File: config.mk
export PLATFORM = sky130hd
export DESIGN_NAME = mmrs_mac
export DESIGN_NICKNAME = d
export VERILOG_FILES = /design/src/rtl/core/mmrs_pkg.sv /design/src/rtl/core/mmrs_mac.sv
export SDC_FILE = /design/constraint.sdc
export NUM_CORES = 2
export LEC_CHECK = 0
export ABC_AREA = 0
export BUFFER_PORTS_ARGS = -buffer_cell sky130_fd_sc_hd__buf_2
export CAP_MARGIN = 25
export CORE_MARGIN = 2
export CORE_UTILIZATION = 45
export CTS_CLUSTER_SIZE = 8
export DETAILED_ROUTE_END_ITERATION = 12
export PLACE_DENSITY = 0.72
export SYNTH_ARGS = -nofsm -noshare
export SYNTH_HDL_FRONTEND = slang
export SYNTH_SLANG_ARGS = --single-unit
File: constraint.sdc
create_clock -name clk_i -period 2.7 [get_ports clk_i]
set_clock_uncertainty 0.05 [all_clocks]
set_input_delay 0.135 -clock clk_i [delete_from_list [all_inputs] [get_ports clk_i]]
set_output_delay 0.135 -clock clk_i [all_outputs]
set_load 0.1 [all_outputs]
File: src/rtl/core/mmrs_pkg.sv
`default_nettype none

package mmrs_pkg;

  // fixed field widths of the stream items
  localparam int RowW   = 6;
  localparam int ColW   = 6;
  localparam int ValW   = 24;
  localparam int ProdW  = 2 * ValW;
  localparam int SumW   = 64;
  localparam int CfgW   = 7;
  localparam int CfgIdxW = 2;

  // packed beat widths, padded to whole bytes
  localparam int InDataW  = 40;
  localparam int OutDataW = 80;

  // configuration register indexes
  localparam logic [CfgIdxW-1:0] CfgInnerLen = 2'd0;
  localparam logic [CfgIdxW-1:0] CfgColCount = 2'd1;

  // input kinds carried in tuser
  localparam logic OpLoadB   = 1'b0;
  localparam logic OpStreamA = 1'b1;

  // one multiply-accumulate request into the shared unit
  typedef struct packed {
    logic            valid;
    logic [ColW-1:0] idx;
    logic            zero;
  } mmrs_issue_t;

  // accumulator write-back from the shared unit
  typedef struct packed {
    logic            valid;
    logic [ColW-1:0] idx;
    logic [SumW-1:0] data;
  } mmrs_wr_t;

endpackage

`default_nettype wire

File: src/rtl/core/mmrs_mac.sv
`default_nettype none

module mmrs_mac
  import mmrs_pkg::*;
(
  input  wire logic                   clk_i,
  input  wire logic                   rst_ni,
  input  wire mmrs_issue_t            issue_i,
  input  wire logic signed [ValW-1:0] a_i,
  input  wire logic signed [ValW-1:0] b_i,
  input  wire logic        [SumW-1:0] acc_i,
  output mmrs_wr_t                    wr_o
);

  logic                    v_q;
  logic [ColW-1:0]         idx_q;
  logic signed [ProdW-1:0] prod_q;
  logic [SumW-1:0]         acc_q;

  // stage valid
  always_ff @(posedge clk_i or negedge rst_ni) begin
    if (!rst_ni) begin
      v_q <= 1'b0;
    end else begin
      v_q <= issue_i.valid;
    end
  end

  // product and old sum, the sum reads as zero at a row start
  always_ff @(posedge clk_i) begin
    idx_q  <= issue_i.idx;
    prod_q <= a_i * b_i;
    acc_q  <= issue_i.zero ? '0 : acc_i;
  end

  // accumulate, wraps modulo 2^64
  always_comb begin
    wr_o.valid = v_q;
    wr_o.idx   = idx_q;
    wr_o.data  = acc_q + SumW'(prod_q);
  end

endmodule

`default_nettype wire

# Word level (Yosys, flattened, before mapping)
# Cells that the tools add are included.
[classes] addsub=1 mul=1
[ops] op="64-bit adder" count=1
[ops] op="24-bit by 24-bit multiplier with 48-bit output" count=1
[totals] regBits=119 input_bits=122 out_inout_bits=71 wordCells=6

# Longest topological paths before layout
[depth] depth_word=1 ltp_mapped=27 depth_no_buf=26

# Least setup slack after synthesis
# OpenSTA, ideal clock, no wires.
[synth_timing] kind="input -> register" startpoint="input a_i[16]" endpoint="register prod_q[38]" setup_ns=0.072 t_arrival_ns=6.328 required_time_ns=2.578 setup_slack_ns=-3.750 stages=26 n_path_buf=1 path_cell_list="buf_1 -> and2_1 -> fa_1 -> inv_1 -> fa_1 -> fa_1 -> inv_1 -> fa_1 -> inv_1 -> fa_1 -> inv_1 -> fa_1 -> inv_1 -> fa_1 -> inv_1 -> ha_1 -> o21ai_1 -> nor2_1 -> o41ai_1 -> o21ai_1 -> a21oi_2 -> o21ai_2 -> a211o_1 -> a311o_1 -> a21oi_1 -> xnor2_1"
[synth_via] elab_chain_cells=1
[synth_lines] item="start: declaration" line_no="mmrs_mac.sv:9" source="input wire logic signed [ValW-1:0] a_i,"
[synth_lines] item="24-bit by 24-bit multiplier with 48-bit output" line_no="mmrs_mac.sv:32" source="prod_q <= a_i * b_i;"
[synth_lines] item="end signal: assignment" line_no="mmrs_mac.sv:32"
[synth_lines] item="end: declaration" line_no="mmrs_mac.sv:17" source="logic signed [ProdW-1:0] prod_q;"
# No other way between the ends.
# A chain may end at the register's enable or synchronous reset.

# Worst setup path after layout
[layout_timing] startpoint="input a_i[13]" endpoint="register prod_q[38]"
# Same word-level chain as after synthesis.

==> run metrics <==
Final setup viols=95; actual slew at the worst max-slew pin=508 ps; top_reg_cell synth=dfxtp_1; Die H=252 µm; Die Wd=252 µm; outcome=complete, but fails checks; fillers=4405; CP Max Fanout=9; Crit. End Element=register; starting DRC count in detailed routing=1382; final worst slack=-3370 ps; routed vias=23200; worst path buffer plus inverter count=7; footprint of the multi-input gates=25400 µm²; Worst slew margin=0.664; Worst Hold Class=in -> reg; crit start category=input port; Register Area=2400 µm²; H-Tree Depth=4; initial antenna violation count=1; failing checks=setup timing; vias in the first global route=25600; initial core utilization=0.456; Synthesized Nets=3929; Routed WL=80.9 mm; TritonCTS clock tree=yes; Seq cells post-synth=119; RSZ-0062 raised after global routing=yes; DR pass1 iterations=6; worst setup path category=in -> reg; WP data arrival=6380 ps; Post-Syn Area=27600 µm²; max-slew violation count=0; Core Region=60500 µm²; Final ANT Viol Nets=0; IO Port Bufs=192; Syn Inst Count=3002; clock sinks=119; number of CTS-inserted buffers=17; slowest stage cell, crit path=fa_1; Worst path top cell family by delay=adder cells; Req. time, crit path=3010 ps; area delta synth->final=43.9%; GR Util All Layers=0.260; max incr delay on CP=540 ps; IO Pins=193; hpwl dp=65.1 mm; Post-synth EDFFs=0; Root Buffer=clkbuf_16; warnings from Yosys=0; largest net degree at the start of global routing=38; Synth cell types=75; crit share post-route=2.25; Mapped Avg Cell Area=9.19 µm²; fin util=0.656; Final Hold Vio Count=0; fin crit period=6070 ps; share of layout cells above drive strength 1=0.335; Post-synth ARST share=0.00840; n_diodes=0; Clock Path Buffers=2; GPL Wtd Cong=0.943; sequential area share after synthesis=0.0866; WL per Instance=17.8 µm; NumNets Final=4674; first-pass GRT wire length=130 mm; Fmax=165 MHz; total congestion overflow=0; Residual DRC=0; Die ar.=63300 µm²; Clock Pin Slew Worst Setup and Hold Paths=60 ps; Site Rows=90; drt via density=5.11; Max-Cap Viols=0
## synthesized netlist by cell type, types with 3 or more instances
master,instances,area (µm²)
o31a_1,4,35.0
o21a_1,14,105
nand4_1,20,125
nor3b_1,4,30.0
nor2b_1,71,444
o21ai_2,4,35.0
o2111ai_1,4,35.0
and3_1,7,43.8
o21ai_0,33,165
a31oi_1,10,62.6
clkbuf_1,116,435
ha_1,197,2460
o21bai_1,23,173
nor3_1,11,55.1
nor2_1,77,289
a21boi_1,3,22.5
a211oi_1,13,97.6
nand2b_1,17,106
or4_1,3,22.5
dfxtp_1,118,2360
nand3_1,20,100
inv_1,633,2380
and2_1,273,1710
xor2_1,33,289
o41ai_2,3,48.8
o31ai_1,6,45.0
o21ai_1,17,85.1
a21boi_0,4,30.0
or3_1,4,25.0
xnor2_1,81,709
fa_1,608,12200
buf_2,8,40.0
a21o_1,61,458
a21oi_1,103,515
a211o_1,4,35.0
nand2_1,338,1270
and4_1,3,26.3
a41oi_1,3,26.3
## sequential cells by signal, indices dropped and copies added, names as in the netlist
name,count
acc_q,64
idx_q,6
prod_q,48
v_q,1
## what timing repair did
| action | 4_1_cts | 5_1_grt |
|---|---|---|
| pin swaps | 152 | 107 |
| hold buffers | 73 | 0 |
| buffers inserted | 51 | 37 |
| gates resized for setup | 378 | 148 |
| gates cloned | 4 | 0 |
| endpoints found under the hold margin | 72 | 0 |
| endpoints found under the setup margin | 99 | 100 |
## cells by family (layout without fill, tap and decap cells)
group	after synthesis	after routing	synth area share
muxes	1	1	0.000363
buffers and inverters	762	1520	0.104
AOI/OAI and AO/OA	343	343	0.0851
adders and majority gates	805	805	0.531
xor gates and xnor gates	114	114	0.0362
DFF	119	119	0.0866
and+or+nand+nor	858	858	0.157
## worst paths after layout
kind / startpoint / end / slack, ps / cells after the start
worst max-delay path: a_i[13] / prod_q[38]$_DFF_P_ / -3370 / 26
worst min-delay path: issue_i[0] / acc_q[49]$_SDFF_PP0_ / 80 / 2
max in group asynchronous: rst_ni / v_q$_DFF_PN0_ / 2030 / 3
min in group asynchronous: rst_ni / v_q$_DFF_PN0_ / 470 / 3
## cells in the final DEF (no fill, tap or decap), types with 15 or more instances in the layout
| master | netlist | layout |
|---|---|---|
| inv_2 | 0 | 49 |
| buf_8 | 0 | 16 |
| dfxtp_1 | 118 | 108 |
| ha_1 | 197 | 142 |
| clkbuf_16 | 0 | 18 |
| nand3_1 | 20 | 16 |
| and2_4 | 0 | 49 |
| o21ai_4 | 0 | 15 |
| nor2_1 | 77 | 65 |
| and2_1 | 273 | 224 |
| xnor2_4 | 0 | 31 |
| nand2_1 | 338 | 320 |
| fa_2 | 0 | 34 |
| buf_12 | 0 | 81 |
| a21oi_2 | 2 | 34 |
| nand4_1 | 20 | 20 |
| buf_2 | 8 | 94 |
| o21ai_1 | 17 | 15 |
| dlygate4sd3_1 | 0 | 73 |
| inv_1 | 633 | 581 |
| buf_6 | 1 | 109 |
| nand2b_1 | 17 | 15 |
| a21oi_1 | 103 | 61 |
| nor2b_1 | 71 | 69 |
| xor2_4 | 0 | 16 |
| fa_1 | 608 | 574 |
| xnor2_1 | 81 | 36 |
| buf_4 | 1 | 477 |
| o21bai_1 | 23 | 18 |
| a21o_1 | 61 | 61 |
| ha_4 | 0 | 47 |
## area by class of cell
| type | count | area share |
|---|---|---|
| multi-input combinational | 2121 | 0.639 |
| timing repair buffer | 854 | 0.201 |
| sequential | 119 | 0.0606 |
| inverter | 634 | 0.0601 |
| tap | 782 | 0.0246 |
| clock buffer | 19 | 0.0117 |
| clock inverter | 13 | 0.00359 |
## through the flow
stage	setup TNS, ps	hold WS (ps)	std cells	setup WS [ps]	instance area (µm²)
6_report	-143770	80.9	4542	-3370	39700
5_1_grt	-157220	107	4542	-3520	39700
4_1_cts	-139470	48.8	4520	-3130	38900
3_5_place_dp	-148890	-138	4366	-3850	35700
3_3_place_gp	-145670	-140	4366	-3760	35700
2_1_floorplan	-119370	-211	3002	-3410	29800
## per-layer routing
metal / global-route usage / wire length (µm) / share of wire / up-vias
met5: 0 / 18 / 0.00022 / -
met4: 0.0776 / 2450 / 0.030 / 2
met3: 0.0487 / 5830 / 0.072 / 163
met2: 0.449 / 39700 / 0.49 / 774
met1: 0.332 / 32900 / 0.41 / 11700
li1: - / - / - / 10600
Power is left out: the tool's default activity adds up to more than one toggle a clock period on the data nets, which glitch-free logic cannot reach.
